## src/rtl/oss_pkg.sv

```systemverilog
// Package with the types, codes and constants of the output safety supervisor.
`timescale 1ns / 1ps
`default_nettype none

package oss_pkg;

   localparam int TRAINER_CHANNELS = 16;

   localparam logic [13:0] TEST_MIN_MS = 14'd100;
   localparam logic [13:0] TEST_MAX_MS = 14'd10000;

   localparam logic [2:0] STATUS_OK           = 3'd0;
   localparam logic [2:0] STATUS_BAD_CHANNEL  = 3'd1;
   localparam logic [2:0] STATUS_LOCKED       = 3'd2;
   localparam logic [2:0] STATUS_BAD_VALUE    = 3'd3;
   localparam logic [2:0] STATUS_BAD_DURATION = 3'd4;

   localparam logic [2:0] REG_HOST_TIMEOUT = 3'd0;
   localparam logic [2:0] REG_SAFE_BURST   = 3'd1;
   localparam logic [2:0] REG_PHONE_HOLD   = 3'd2;
   localparam logic [2:0] REG_PULSE_MIN    = 3'd3;
   localparam logic [2:0] REG_PULSE_MAX    = 3'd4;
   localparam logic [2:0] REG_FIRST_OPEN   = 3'd5;
   localparam logic [2:0] REG_LAST_OPEN    = 3'd6;

   typedef enum logic [3:0] {
      FUNC_TICK       = 4'd0,
      FUNC_ARM        = 4'd1,
      FUNC_DISARM     = 4'd2,
      FUNC_LINK_ON    = 4'd3,
      FUNC_LINK_OFF   = 4'd4,
      FUNC_STOP       = 4'd5,
      FUNC_SAFE       = 4'd6,
      FUNC_PING       = 4'd7,
      FUNC_WRITE      = 4'd8,
      FUNC_TEST       = 4'd9,
      FUNC_RAWTEST    = 4'd10,
      FUNC_PHONE      = 4'd11,
      FUNC_PHONE_STOP = 4'd12,
      FUNC_UNLOCK     = 4'd13,
      FUNC_LOCK       = 4'd14
   } func_type;

   typedef enum logic [1:0] {
      KIND_NONE  = 2'd0,
      KIND_PHONE = 2'd1,
      KIND_TEST  = 2'd2,
      KIND_STALE = 2'd3
   } kind_type;

   typedef struct packed {
      logic [15:0] host_timeout_ms;
      logic [15:0] safe_burst_ms;
      logic [15:0] phone_hold_ms;
      logic [11:0] pulse_min_us;
      logic [11:0] pulse_max_us;
      logic [5:0]  first_open_channel;
      logic [5:0]  last_open_channel;
   } cfg_type;

   typedef struct packed {
      logic [3:0]  func;
      logic [31:0] now_ms;
      logic [5:0]  host_channel;
      logic [11:0] pulse_us;
      logic [13:0] duration_ms;
      logic        send_enabled;
      logic        deadman_held;
   } req_type;

   typedef struct packed {
      logic [2:0]  status;
      logic [4:0]  trainer_channel;
      logic        write_channel;
      logic        load_safe;
      logic        send_safe_frame;
      logic        output_enabled;
      logic        test_active;
      logic        link_enabled;
      logic        phone_active;
      logic [1:0]  timeout_kind;
      logic [31:0] safe_burst_until;
   } rsp_type;

   typedef struct packed {
      logic [2:0] status;
      logic [4:0] trainer_channel;
      logic       pulse_ok;
   } chk_type;

endpackage

`default_nettype wire

```

## src/rtl/output_safety_supervisor.sv

```systemverilog
// Top level of the output safety supervisor: request, config and result registers, core.
//
//   Channel   Direction  Handshake            Contents
//   req_      in         req_valid/req_ready  one timestamped event per request
//   rsp_      out        rsp_valid/rsp_ready  one result per request
//   csr_      in         csr_write_enable     register index and write data
//
// One request is accepted per cycle while req_ready is high.
// The request register and the result register each hold one entry, so a stalled
// result still lets one more request be accepted into the request register.
// Mode flags and deadlines are updated in the single cycle a request moves from the
// request register into the result register; config registers follow CSR writes.
// Reset clears the mode flags, deadlines and valid flags and loads the register defaults.
`timescale 1ns / 1ps
`default_nettype none

module output_safety_supervisor (
   input  wire logic        clock,
   input  wire logic        reset,
   input  wire logic        req_valid,
   output      logic        req_ready,
   input  wire logic [3:0]  req_func,
   input  wire logic [31:0] req_now_ms,
   input  wire logic [5:0]  req_host_channel,
   input  wire logic [11:0] req_pulse_us,
   input  wire logic [13:0] req_duration_ms,
   input  wire logic        req_send_enabled,
   input  wire logic        req_deadman_held,
   output      logic        rsp_valid,
   input  wire logic        rsp_ready,
   output      logic [2:0]  rsp_status,
   output      logic [4:0]  rsp_trainer_channel,
   output      logic        rsp_write_channel,
   output      logic        rsp_load_safe,
   output      logic        rsp_send_safe_frame,
   output      logic        rsp_output_enabled,
   output      logic        rsp_test_active,
   output      logic        rsp_link_enabled,
   output      logic        rsp_phone_active,
   output      logic [1:0]  rsp_timeout_kind,
   output      logic [31:0] rsp_safe_burst_until,
   input  wire logic        csr_write_enable,
   input  wire logic [2:0]  csr_index,
   input  wire logic [15:0] csr_write_data
);

   oss_pkg::cfg_type cfg;
   oss_pkg::req_type req_ff, req_in;
   oss_pkg::rsp_type rsp_ff, rsp_in;
   logic             req_valid_ff, req_valid_in;
   logic             rsp_valid_ff, rsp_valid_in;
   logic             advance;

   oss_cfg_regs u_cfg_regs (
      .clock            (clock),
      .reset            (reset),
      .csr_write_enable (csr_write_enable),
      .csr_index        (csr_index),
      .csr_write_data   (csr_write_data),
      .cfg              (cfg)
   );

   oss_core u_core (
      .clock (clock),
      .reset (reset),
      .step  (advance),
      .req   (req_ff),
      .cfg   (cfg),
      .rsp   (rsp_in)
   );

   assign advance = req_valid_ff && (!rsp_valid_ff || rsp_ready);
   assign req_ready = !req_valid_ff || advance;

   always_comb begin
      req_in.func = req_func;
      req_in.now_ms = req_now_ms;
      req_in.host_channel = req_host_channel;
      req_in.pulse_us = req_pulse_us;
      req_in.duration_ms = req_duration_ms;
      req_in.send_enabled = req_send_enabled;
      req_in.deadman_held = req_deadman_held;
      req_valid_in = (req_valid && req_ready) || (req_valid_ff && !advance);
      rsp_valid_in = advance || (rsp_valid_ff && !rsp_ready);
   end

   always_ff @(posedge clock) begin
      if (reset) begin
         req_valid_ff <= 1'b0;
         rsp_valid_ff <= 1'b0;
      end else begin
         req_valid_ff <= req_valid_in;
         rsp_valid_ff <= rsp_valid_in;
      end
   end

   always_ff @(posedge clock) begin
      if (req_valid && req_ready) begin
         req_ff <= req_in;
      end
      if (advance) begin
         rsp_ff <= rsp_in;
      end
   end

   assign rsp_valid = rsp_valid_ff;
   assign rsp_status = rsp_ff.status;
   assign rsp_trainer_channel = rsp_ff.trainer_channel;
   assign rsp_write_channel = rsp_ff.write_channel;
   assign rsp_load_safe = rsp_ff.load_safe;
   assign rsp_send_safe_frame = rsp_ff.send_safe_frame;
   assign rsp_output_enabled = rsp_ff.output_enabled;
   assign rsp_test_active = rsp_ff.test_active;
   assign rsp_link_enabled = rsp_ff.link_enabled;
   assign rsp_phone_active = rsp_ff.phone_active;
   assign rsp_timeout_kind = rsp_ff.timeout_kind;
   assign rsp_safe_burst_until = rsp_ff.safe_burst_until;

endmodule

`default_nettype wire

```

## src/rtl/oss_cfg_regs.sv

```systemverilog
// Configuration registers of the output safety supervisor.
`timescale 1ns / 1ps
`default_nettype none

module oss_cfg_regs (
   input  wire logic           clock,
   input  wire logic           reset,
   input  wire logic           csr_write_enable,
   input  wire logic [2:0]     csr_index,
   input  wire logic [15:0]    csr_write_data,
   output oss_pkg::cfg_type    cfg
);

   oss_pkg::cfg_type cfg_ff;
   oss_pkg::cfg_type cfg_in;

   always_comb begin
      cfg_in = cfg_ff;
      if (csr_write_enable) begin
         unique case (csr_index)
            oss_pkg::REG_HOST_TIMEOUT: cfg_in.host_timeout_ms = csr_write_data;
            oss_pkg::REG_SAFE_BURST:   cfg_in.safe_burst_ms = csr_write_data;
            oss_pkg::REG_PHONE_HOLD:   cfg_in.phone_hold_ms = csr_write_data;
            oss_pkg::REG_PULSE_MIN:    cfg_in.pulse_min_us = csr_write_data[11:0];
            oss_pkg::REG_PULSE_MAX:    cfg_in.pulse_max_us = csr_write_data[11:0];
            oss_pkg::REG_FIRST_OPEN:   cfg_in.first_open_channel = csr_write_data[5:0];
            oss_pkg::REG_LAST_OPEN:    cfg_in.last_open_channel = csr_write_data[5:0];
            default: cfg_in = cfg_ff;
         endcase
      end
   end

   always_ff @(posedge clock) begin
      if (reset) begin
         cfg_ff.host_timeout_ms    <= 16'd500;
         cfg_ff.safe_burst_ms      <= 16'd1000;
         cfg_ff.phone_hold_ms      <= 16'd300;
         cfg_ff.pulse_min_us       <= 12'd988;
         cfg_ff.pulse_max_us       <= 12'd2012;
         cfg_ff.first_open_channel <= 6'd11;
         cfg_ff.last_open_channel  <= 6'd26;
      end else begin
         cfg_ff <= cfg_in;
      end
   end

   assign cfg = cfg_ff;

endmodule

`default_nettype wire

```

## src/rtl/oss_chan_check.sv

```systemverilog
// Validation of a host channel write and its mapping onto a trainer channel.
`timescale 1ns / 1ps
`default_nettype none

module oss_chan_check (
   input  wire logic [5:0]     host_channel,
   input  wire logic [11:0]    pulse_us,
   input  wire logic           primary_unlocked,
   input  oss_pkg::cfg_type    cfg,
   output oss_pkg::chk_type    chk
);

   logic       below_open;
   logic       in_open;
   logic [6:0] mapped;

   always_comb begin
      below_open = host_channel < cfg.first_open_channel;
      in_open = !below_open && (host_channel <= cfg.last_open_channel);
      mapped = below_open ? {1'b0, host_channel}
                          : 7'({1'b0, host_channel} - {1'b0, cfg.first_open_channel} + 7'd1);
      chk.pulse_ok = (pulse_us >= cfg.pulse_min_us) && (pulse_us <= cfg.pulse_max_us);
      chk.trainer_channel = 5'd0;
      if (host_channel == 6'd0 || host_channel > cfg.last_open_channel) begin
         chk.status = oss_pkg::STATUS_BAD_CHANNEL;
      end else if (!chk.pulse_ok) begin
         chk.status = oss_pkg::STATUS_BAD_VALUE;
      end else if (!(in_open || (primary_unlocked && below_open))) begin
         chk.status = oss_pkg::STATUS_LOCKED;
      end else if (mapped == 7'd0 || mapped > 7'(oss_pkg::TRAINER_CHANNELS)) begin
         chk.status = oss_pkg::STATUS_BAD_CHANNEL;
      end else begin
         chk.status = oss_pkg::STATUS_OK;
         chk.trainer_channel = mapped[4:0];
      end
   end

endmodule

`default_nettype wire

```

## src/rtl/oss_core.sv

```systemverilog
// Mode flags, deadlines and the per-request next-state and result logic.
`timescale 1ns / 1ps
`default_nettype none

module oss_core (
   input  wire logic           clock,
   input  wire logic           reset,
   input  wire logic           step,
   input  oss_pkg::req_type    req,
   input  oss_pkg::cfg_type    cfg,
   output oss_pkg::rsp_type    rsp
);

   logic        out_on_ff, out_on_in;
   logic        link_on_ff, link_on_in;
   logic        test_on_ff, test_on_in;
   logic        phone_on_ff, phone_on_in;
   logic        unlocked_ff, unlocked_in;
   logic [31:0] last_host_ff, last_host_in;
   logic [31:0] test_dl_ff, test_dl_in;
   logic [31:0] phone_dl_ff, phone_dl_in;
   logic [31:0] burst_dl_ff, burst_dl_in;

   oss_pkg::chk_type chk;

   oss_chan_check u_chan_check (
      .host_channel     (req.host_channel),
      .pulse_us         (req.pulse_us),
      .primary_unlocked (unlocked_ff),
      .cfg              (cfg),
      .chk              (chk)
   );

   always_comb begin
      logic [31:0] now;
      logic [31:0] phone_diff;
      logic [31:0] test_diff;
      logic [31:0] host_age;
      logic [31:0] new_phone_diff;
      logic [31:0] new_test_diff;
      logic [31:0] new_host_age;
      logic        dur_ok;
      logic        do_halt;
      logic        do_start;
      logic        live;

      now = req.now_ms;
      phone_diff = now - phone_dl_ff;
      test_diff = now - test_dl_ff;
      host_age = now - last_host_ff;
      dur_ok = (req.duration_ms >= oss_pkg::TEST_MIN_MS) &&
               (req.duration_ms <= oss_pkg::TEST_MAX_MS);
      do_halt = 1'b0;
      do_start = 1'b0;

      out_on_in = out_on_ff;
      link_on_in = link_on_ff;
      test_on_in = test_on_ff;
      phone_on_in = phone_on_ff;
      unlocked_in = unlocked_ff;
      last_host_in = last_host_ff;
      test_dl_in = test_dl_ff;
      phone_dl_in = phone_dl_ff;
      burst_dl_in = burst_dl_ff;

      rsp.status = oss_pkg::STATUS_OK;
      rsp.trainer_channel = 5'd0;
      rsp.write_channel = 1'b0;
      rsp.load_safe = 1'b0;
      rsp.timeout_kind = oss_pkg::KIND_NONE;

      unique case (oss_pkg::func_type'(req.func))
         oss_pkg::FUNC_TICK: begin
            if (phone_on_ff) begin
               if (!phone_diff[31]) begin
                  do_halt = 1'b1;
                  rsp.timeout_kind = oss_pkg::KIND_PHONE;
               end
            end else if (test_on_ff) begin
               if (!test_diff[31]) begin
                  do_halt = 1'b1;
                  rsp.timeout_kind = oss_pkg::KIND_TEST;
               end
            end else if (out_on_ff && (host_age > {16'd0, cfg.host_timeout_ms})) begin
               do_halt = 1'b1;
               rsp.timeout_kind = oss_pkg::KIND_STALE;
            end
         end
         oss_pkg::FUNC_ARM: begin
            out_on_in = 1'b1;
            test_on_in = 1'b0;
            burst_dl_in = 32'd0;
            last_host_in = now;
         end
         oss_pkg::FUNC_DISARM: do_halt = 1'b1;
         oss_pkg::FUNC_LINK_ON: begin
            link_on_in = 1'b1;
            burst_dl_in = 32'd0;
         end
         oss_pkg::FUNC_LINK_OFF: begin
            link_on_in = 1'b0;
            do_halt = 1'b1;
         end
         oss_pkg::FUNC_STOP: do_halt = 1'b1;
         oss_pkg::FUNC_SAFE: begin
            rsp.load_safe = 1'b1;
            last_host_in = now;
         end
         oss_pkg::FUNC_PING: last_host_in = now;
         oss_pkg::FUNC_WRITE: begin
            rsp.status = chk.status;
            if (chk.status == oss_pkg::STATUS_OK) begin
               rsp.write_channel = 1'b1;
               rsp.trainer_channel = chk.trainer_channel;
               last_host_in = now;
            end
         end
         oss_pkg::FUNC_TEST: begin
            if (!dur_ok) begin
               rsp.status = oss_pkg::STATUS_BAD_DURATION;
            end else begin
               rsp.status = chk.status;
               if (chk.status == oss_pkg::STATUS_OK) begin
                  rsp.write_channel = 1'b1;
                  rsp.trainer_channel = chk.trainer_channel;
                  do_start = 1'b1;
               end
            end
         end
         oss_pkg::FUNC_RAWTEST: begin
            if (req.host_channel == 6'd0 ||
                req.host_channel > 6'(oss_pkg::TRAINER_CHANNELS)) begin
               rsp.status = oss_pkg::STATUS_BAD_CHANNEL;
            end else if (!dur_ok) begin
               rsp.status = oss_pkg::STATUS_BAD_DURATION;
            end else if (!chk.pulse_ok) begin
               rsp.status = oss_pkg::STATUS_BAD_VALUE;
            end else begin
               rsp.write_channel = 1'b1;
               rsp.trainer_channel = req.host_channel[4:0];
               do_start = 1'b1;
            end
         end
         oss_pkg::FUNC_PHONE: begin
            if (!req.send_enabled || !req.deadman_held) begin
               if (out_on_ff || test_on_ff) begin
                  do_halt = 1'b1;
               end else begin
                  rsp.load_safe = 1'b1;
               end
            end else begin
               out_on_in = 1'b1;
               phone_on_in = 1'b1;
               test_on_in = 1'b0;
               link_on_in = 1'b0;
               burst_dl_in = 32'd0;
               last_host_in = now;
               phone_dl_in = now + {16'd0, cfg.phone_hold_ms};
            end
         end
         oss_pkg::FUNC_PHONE_STOP: begin
            if (phone_on_ff || out_on_ff || test_on_ff) begin
               do_halt = 1'b1;
            end
         end
         oss_pkg::FUNC_UNLOCK: unlocked_in = 1'b1;
         oss_pkg::FUNC_LOCK: begin
            unlocked_in = 1'b0;
            do_halt = 1'b1;
         end
         default: begin
         end
      endcase

      if (do_start) begin
         out_on_in = 1'b1;
         test_on_in = 1'b1;
         burst_dl_in = 32'd0;
         test_dl_in = now + {18'd0, req.duration_ms};
         last_host_in = now;
      end

      if (do_halt) begin
         out_on_in = 1'b0;
         phone_on_in = 1'b0;
         test_on_in = 1'b0;
         test_dl_in = 32'd0;
         phone_dl_in = 32'd0;
         rsp.load_safe = 1'b1;
         burst_dl_in = now + {16'd0, cfg.safe_burst_ms};
      end

      new_phone_diff = now - phone_dl_in;
      new_test_diff = now - test_dl_in;
      new_host_age = now - last_host_in;
      live = (out_on_in && ((new_host_age <= {16'd0, cfg.host_timeout_ms}) ||
                            (test_on_in && new_test_diff[31]))) || link_on_in;
      rsp.send_safe_frame = phone_on_in ? !new_phone_diff[31] : !live;

      rsp.output_enabled = out_on_in;
      rsp.test_active = test_on_in;
      rsp.link_enabled = link_on_in;
      rsp.phone_active = phone_on_in;
      rsp.safe_burst_until = burst_dl_in;
   end

   always_ff @(posedge clock) begin
      if (reset) begin
         out_on_ff <= 1'b0;
         link_on_ff <= 1'b0;
         test_on_ff <= 1'b0;
         phone_on_ff <= 1'b0;
         unlocked_ff <= 1'b0;
         last_host_ff <= 32'd0;
         test_dl_ff <= 32'd0;
         phone_dl_ff <= 32'd0;
         burst_dl_ff <= 32'd0;
      end else if (step) begin
         out_on_ff <= out_on_in;
         link_on_ff <= link_on_in;
         test_on_ff <= test_on_in;
         phone_on_ff <= phone_on_in;
         unlocked_ff <= unlocked_in;
         last_host_ff <= last_host_in;
         test_dl_ff <= test_dl_in;
         phone_dl_ff <= phone_dl_in;
         burst_dl_ff <= burst_dl_in;
      end
   end

endmodule

`default_nettype wire

```

## config.mk

```make
export PLATFORM = sky130hd
export DESIGN_NAME = output_safety_supervisor
export DESIGN_NICKNAME = d
export VERILOG_FILES = /design/src/rtl/oss_pkg.sv /design/src/rtl/output_safety_supervisor.sv /design/src/rtl/oss_cfg_regs.sv /design/src/rtl/oss_chan_check.sv /design/src/rtl/oss_core.sv
export SDC_FILE = /design/constraint.sdc
export NUM_CORES = 1
export LEC_CHECK = 0
export BUFFER_PORTS_ARGS = -buffer_cell sky130_fd_sc_hd__buf_2
export CAP_MARGIN = 20
export CORE_MARGIN = 2
export CORE_UTILIZATION = 40
export CTS_CLUSTER_SIZE = 8
export DETAILED_ROUTE_END_ITERATION = 10
export PLACE_DENSITY_LB_ADDON = 0.12
export REMOVE_ABC_BUFFERS = 1
export SETUP_SLACK_MARGIN = 0.3
export SYNTH_ARGS = -nofsm -noshare
export SYNTH_HDL_FRONTEND = slang
export SYNTH_HIERARCHICAL = 1
export SYNTH_SLANG_ARGS = --single-unit
export TNS_END_PERCENT = 30
```

## constraint.sdc

```tcl
create_clock -name clock -period 13.82 [get_ports clock]
set_input_delay 1.382 -clock clock [delete_from_list [all_inputs] [get_ports clock]]
set_output_delay 1.382 -clock clock [all_outputs]
set_load 0.05 [all_outputs]
```

==> results of run 1 <==
==> cell usage after synthesis, drive strengths merged, types with 7 or more instances <==
library cell and n:
or3 12, buf 45, nand4b 7, o2111ai 11, nand2b 103, a21o 66
clkbuf 99, a21oi 212, and3 18, o21a 22, o31ai 14, o211ai 46
nor2 237, nor4 17, inv 210, nor2b 26, a22o 8, xor2 57
xnor2 57, ha 303, o21bai 11, nor3 61, or2 30, nand2 277
or4 7, a31oi 23, nand3 101, a2bb2oi 12, o21ai 173, a21boi 9
o22ai 9, a2111oi 13, nand4 59, fa 8, dfxtp 219, edfxtp 119
and2 14, mux2i 129, a211oi 52, nand3b 8
==> kinds of logic after synthesis <==
group | synth area share, %
adder cells (fa/ha/maj) | 15.6
multiplexers | 5.32
buffers and inverters | 5.70
other | 0.0148
AND/OR/NAND/NOR | 19.3
XOR/XNOR | 3.94
flip-flops | 31.4
AO/OA/AOI/OAI | 18.7
==> cell type report <==
cell class,count,area [µm²]
inverters,210,788
fillers,6236,34600
repair buffers,194,1100
multi-input cells,2298,16000
well taps,846,1060
clock inverters,3,46.3
flip-flops and latches,338,7960
clock buffers,80,1350
==> where the power goes <==
group          total, µW  internal [µW]  switching (µW)
combinational        716            260             456
clock               1130            663             472
sequential          1100           1070            26.3
total               2950           1990             954
==> path summary, 6_finish.rpt <==
kind	from	end	cells past startpoint
hold reg to reg	u_core/test_dl_ff[5]	u_core/test_dl_ff[5]	2
setup / recovery	req_ff[29]	rsp_send_safe_frame	41
setup reg to reg	req_ff[29]	rsp_send_safe_frame	41
hold / removal	u_core/test_dl_ff[5]	u_core/test_dl_ff[5]	2
==> sequential cells by signal, summed over array words and instances (netlist names), 2 cells and up <==
signal	flops
req_ff	70
rsp_safe_burst_until	32
u_core/burst_dl_ff	32
rsp_status	3
rsp_trainer_channel	5
u_core/last_host_ff	32
u_cfg_regs/cfg	84
u_core/phone_dl_ff	32
u_core/test_dl_ff	32
rsp_timeout_kind	2
==> critical path: cells and delay by family, from the launching register on <==
family                     cells  cell delay (ns)
and+or+nand+nor               14             3.10
adders and majority gates      6             1.82
DFF                            1             0.50
xor gates and xnor gates       2             0.38
buffers and inverters          5             1.02
AOI/OAI and AO/OA             14             3.04
==> stage by stage <==
stage	setup WS [ns]	utilization, %	instances	instance area [µm²]	power, µW
2_1_floorplan	1.87	-	2846	24700	1600
3_3_place_gp	3.97	42.7	3885	26900	1810
3_5_place_dp	3.69	42.7	3885	26900	1820
4_1_cts	3.63	45.0	3968	28300	2970
5_1_grt	2.91	45.0	3969	28300	3090
6_report	3.66	45.0	3969	28300	2950
==> metal layers <==
| metal | part of all wire [%] | wire [µm] | up-vias |
|---|---|---|---|
| met1 | 46 | 38000 | 10826 |
| met3 | 5.9 | 4900 | 166 |
| met2 | 44 | 36600 | 613 |
| met5 | 0.036 | 30 | - |
| li1 | - | - | 10982 |
| met4 | 3.5 | 2920 | 4 |
==> results.json, run 1 <==
{
  "status": "finished, final reports clean",
  "required_ns": 14.14,
  "cts_buffers": 49,
  "core_mm2": 0.0629,
  "synth_top_area_cell": "dfxtp_1",
  "wl_per_cell_um": 20.8,
  "routed_wl_mm": 82.5,
  "slew_violations": 0,
  "io_buffers": 144,
  "rsz0062_at_grt": "false",
  "final_common_cell": "ha_1",
  "clockBufferDepth": 3,
  "gr-usage-met3_pct": 3.92,
  "use_met2_pct": 39.5,
  "worstSetupPathType": "flop to flop",
  "rows": 92,
  "relSlewSlack_pct": 24.4,
  "grt_max_degree": 87,
  "powerDensity_mw_per_mm2": 104,
  "synth_edf_count": 119,
  "ys_warn_count": 6,
  "die_h_um": 256,
  "drive_gt1_share_pct": 9.57,
  "synth_area_mm2": 0.0253,
  "grt_most_used_layer": "met2",
  "syn_avg_cell_area_um2": 8.47,
  "arrival_ns": 10.49,
  "cts_hold_buf": 0,
  "viasPerCell": 5.69,
  "drtPass1Iterations": 5,
  "end_kind": "flop",
  "gp_congestion": 0.951,
  "area_growth_pct": 11.7,
  "cts_setup_buffers": 0,
  "tightest_slew_ns": 1.13,
  "hpwl_mm": 60.2,
  "gr-total-overflow": 0,
  "use_met1_pct": 33.6,
  "clk_latency_ns": 0.61,
  "reg2reg_slack_ns": 3.66,
  "fin_skew_ns": 0.0324,
  "htreeDepth": 2,
  "drv_cap": 0,
  "pin_count": 145,
  "drtIter0Drc": 1437,
  "syn_inst": 2990,
  "grt_usage_pct": 24.7,
  "postSynth.asyncResetShare_pct": 0,
  "grt_pass1_vias": 22273,
  "hold_path.class": "flop to flop",
  "start_util_pct": 40.3,
  "cts_num_sinks": 338,
  "die_area_mm2": 0.0653,
  "netlist_top_cells_area": "dfxtp_1, ha_1, edfxtp_1",
  "final_cell_mix": "ha_1, nand2_1, nor2_1",
  "n_antenna_cell": 0,
  "antenna_found_initial": 2,
  "setup_viol": 0,
  "cts-root-buf": "clkbuf_16",
  "leakagePower_uw": 0.0115,
  "die_width_um": 256,
  "peakVddDrop_mv": 0.0850,
  "crit_slowest_cell": "or4_1",
  "ys_seq_area_share_pct": 31.4,
  "crit_top_cell": "ha_1",
  "post-route-min-period_ns": 10.16,
  "crit_path_max_fanout": 50,
  "cts_tree": "done",
  "drc": 0,
  "cts.clk_slew.worst_paths_ns": 0.05,
  "fmax_ghz": 0.0984,
  "critPathLaunchType": "flop",
  "setup_tns_ns": 0,
  "ys_ff_latch": 338,
  "netlist.area_leader.share_pct": 17.3,
  "finalHoldViolations": 0,
  "period_share_pct": 73.5,
  "antenna_left": 0,
  "vias": 22591,
  "ys.flop_type": "dfxtp_1",
  "nets": 3496,
  "cts_resized": 0,
  "slowest_delay_ns": 0.65,
  "grt_pass1_wl_mm": 127,
  "worst_hold_slack_ns": 0.457,
  "netlist-cell-type-count": 93
}
No activity file was read; power rests on OpenSTA's default activity.
==> inputs of run 2 (changes only) <==
- clock period: 13.82 -> 9.93 ns (I/O delays scaled with it)
==> results.json, run 2 (synthesized netlist as in run 1, its figures left out) <==
{
  "final_common_cell": "ha_1",
  "die_area_mm2": 0.0653,
  "antenna_left": 0,
  "antenna_found_initial": 2,
  "fmax_ghz": 0.112,
  "wl_per_cell_um": 21.2,
  "placed_area_mm2": 0.0269,
  "slew_violations": 0,
  "post-route-min-period_ns": 8.95,
  "grt_pass1_vias": 21904,
  "fill_cells": 6300,
  "gp_congestion": 0.917,
  "cts-root-buf": "clkbuf_16",
  "die_width_um": 256,
  "routed_wl_mm": 84.4,
  "largest_reg_flops": 84,
  "io_buffers": 144,
  "fin_skew_ns": 0.0297,
  "drive_gt1_share_pct": 9.96,
  "grt_max_degree": 176,
  "slowest_delay_ns": 0.65,
  "rows": 92,
  "required_ns": 10.26,
  "arrival_ns": 9.28,
  "start_util_pct": 40.3,
  "peakVddDrop_mv": 0.119,
  "end_kind": "flop",
  "final_util_pct": 45.2,
  "setup_tns_ns": 0,
  "die_h_um": 256,
  "crit_path_max_fanout": 6,
  "clockBufferDepth": 3,
  "core_mm2": 0.0629,
  "viasPerCell": 5.72,
  "htreeDepth": 2,
  "gr-total-overflow": 0,
  "drv_cap": 0,
  "setup_viol": 0,
  "area_growth_pct": 12.3,
  "leakagePower_uw": 0.0115,
  "worstSetupPathType": "flop to flop",
  "grt_usage_pct": 25.1,
  "final_area_mm2": 0.0284,
  "hpwl_mm": 63.0,
  "cts_num_sinks": 338,
  "drtIter0Drc": 1795,
  "tightest_slew_ns": 1.10,
  "status": "finished, final reports clean",
  "powerDensity_mw_per_mm2": 146,
  "pin_count": 145,
  "vias": 22772,
  "cts.clk_slew.worst_paths_ns": 0.06,
  "critPathLaunchType": "flop",
  "clk_latency_ns": 0.61,
  "rsz0062_at_grt": "false",
  "grt_pass1_wl_mm": 129,
  "drtPass1Iterations": 6,
  "final_cell_mix": "ha_1, nand2_1, nor2_1",
  "finalHoldViolations": 0,
  "cts_buffers": 49,
  "nets": 3503,
  "drc": 0,
  "relSlewSlack_pct": 27.0,
  "hold_path.class": "flop to flop",
  "crit_slowest_cell": "or4_1",
  "period_share_pct": 90.1,
  "cts_tree": "done",
  "cts_hold_buf": 0
}
-- run 2: layout make-up --
cell class / count / area [µm²] / share of cell area [%]
diodes: 1 / 2.50 / 0.00880
well taps: 846 / 1060 / 3.72
multi-input cells: 2298 / 16000 / 56.2
clock inverters: 3 / 68.8 / 0.242
inverters: 210 / 788 / 2.77
repair buffers: 201 / 1180 / 4.15
clock buffers: 81 / 1400 / 4.91
flip-flops and latches: 338 / 7960 / 28.0
-- run 2: timing repair --
action	in CTS	in global routing
gates resized for setup	0	7
setup endpoints to repair	0	1
buffers inserted	0	1
-- run 2: critical path: cells and delay by family, from the launching register on --
kind	cells	cell delay, ns
fa+ha+maj	6	1.80
xor+xnor	2	0.38
simple gates	14	2.96
buf+inv	4	0.25
compound gates	14	2.91
flops	1	0.36
-- run 2: report_power, final --
group	total (µW)	switching (µW)	internal (µW)	leakage, µW
Clock	1620	662	955	0.000698
Sequential	1530	43.8	1490	0.00294
Combinational	1000	636	369	0.00790
Total	4150	1340	2810	0.0115
-- run 2: final timing paths --
path	from	endpoint	slack (ns)	depth (start not counted)
max reg2reg	u_cfg_regs/cfg[7]	rsp_send_safe_frame	0.98	40
max	u_cfg_regs/cfg[7]	rsp_send_safe_frame	0.98	40
min	u_core/test_dl_ff[5]	u_core/test_dl_ff[5]	0.46	2
min reg2reg	u_core/test_dl_ff[5]	u_core/test_dl_ff[5]	0.46	2
-- run 2: routing by layer --
metal	global-route usage, %	share of wire [%]	up-vias
li1	-	-	10997
met1	36.2	48	11020
met2	40.3	45	656
met3	3.00	5.5	99
met4	5.36	1.9	0
met5	0	0	-
-- run 2: metrics by stage --
stage,hold slack [ns],std cells,total power [µW],worst slack (ns)
after global placement,0.443,3891,2530,0.902
after floorplan,0.430,2846,2220,-2.02
after detailed placement,0.450,3891,2540,0.700
after global routing,0.469,3977,4350,0.341
after CTS,0.457,3975,4180,0.642
final,0.457,3978,4150,0.983
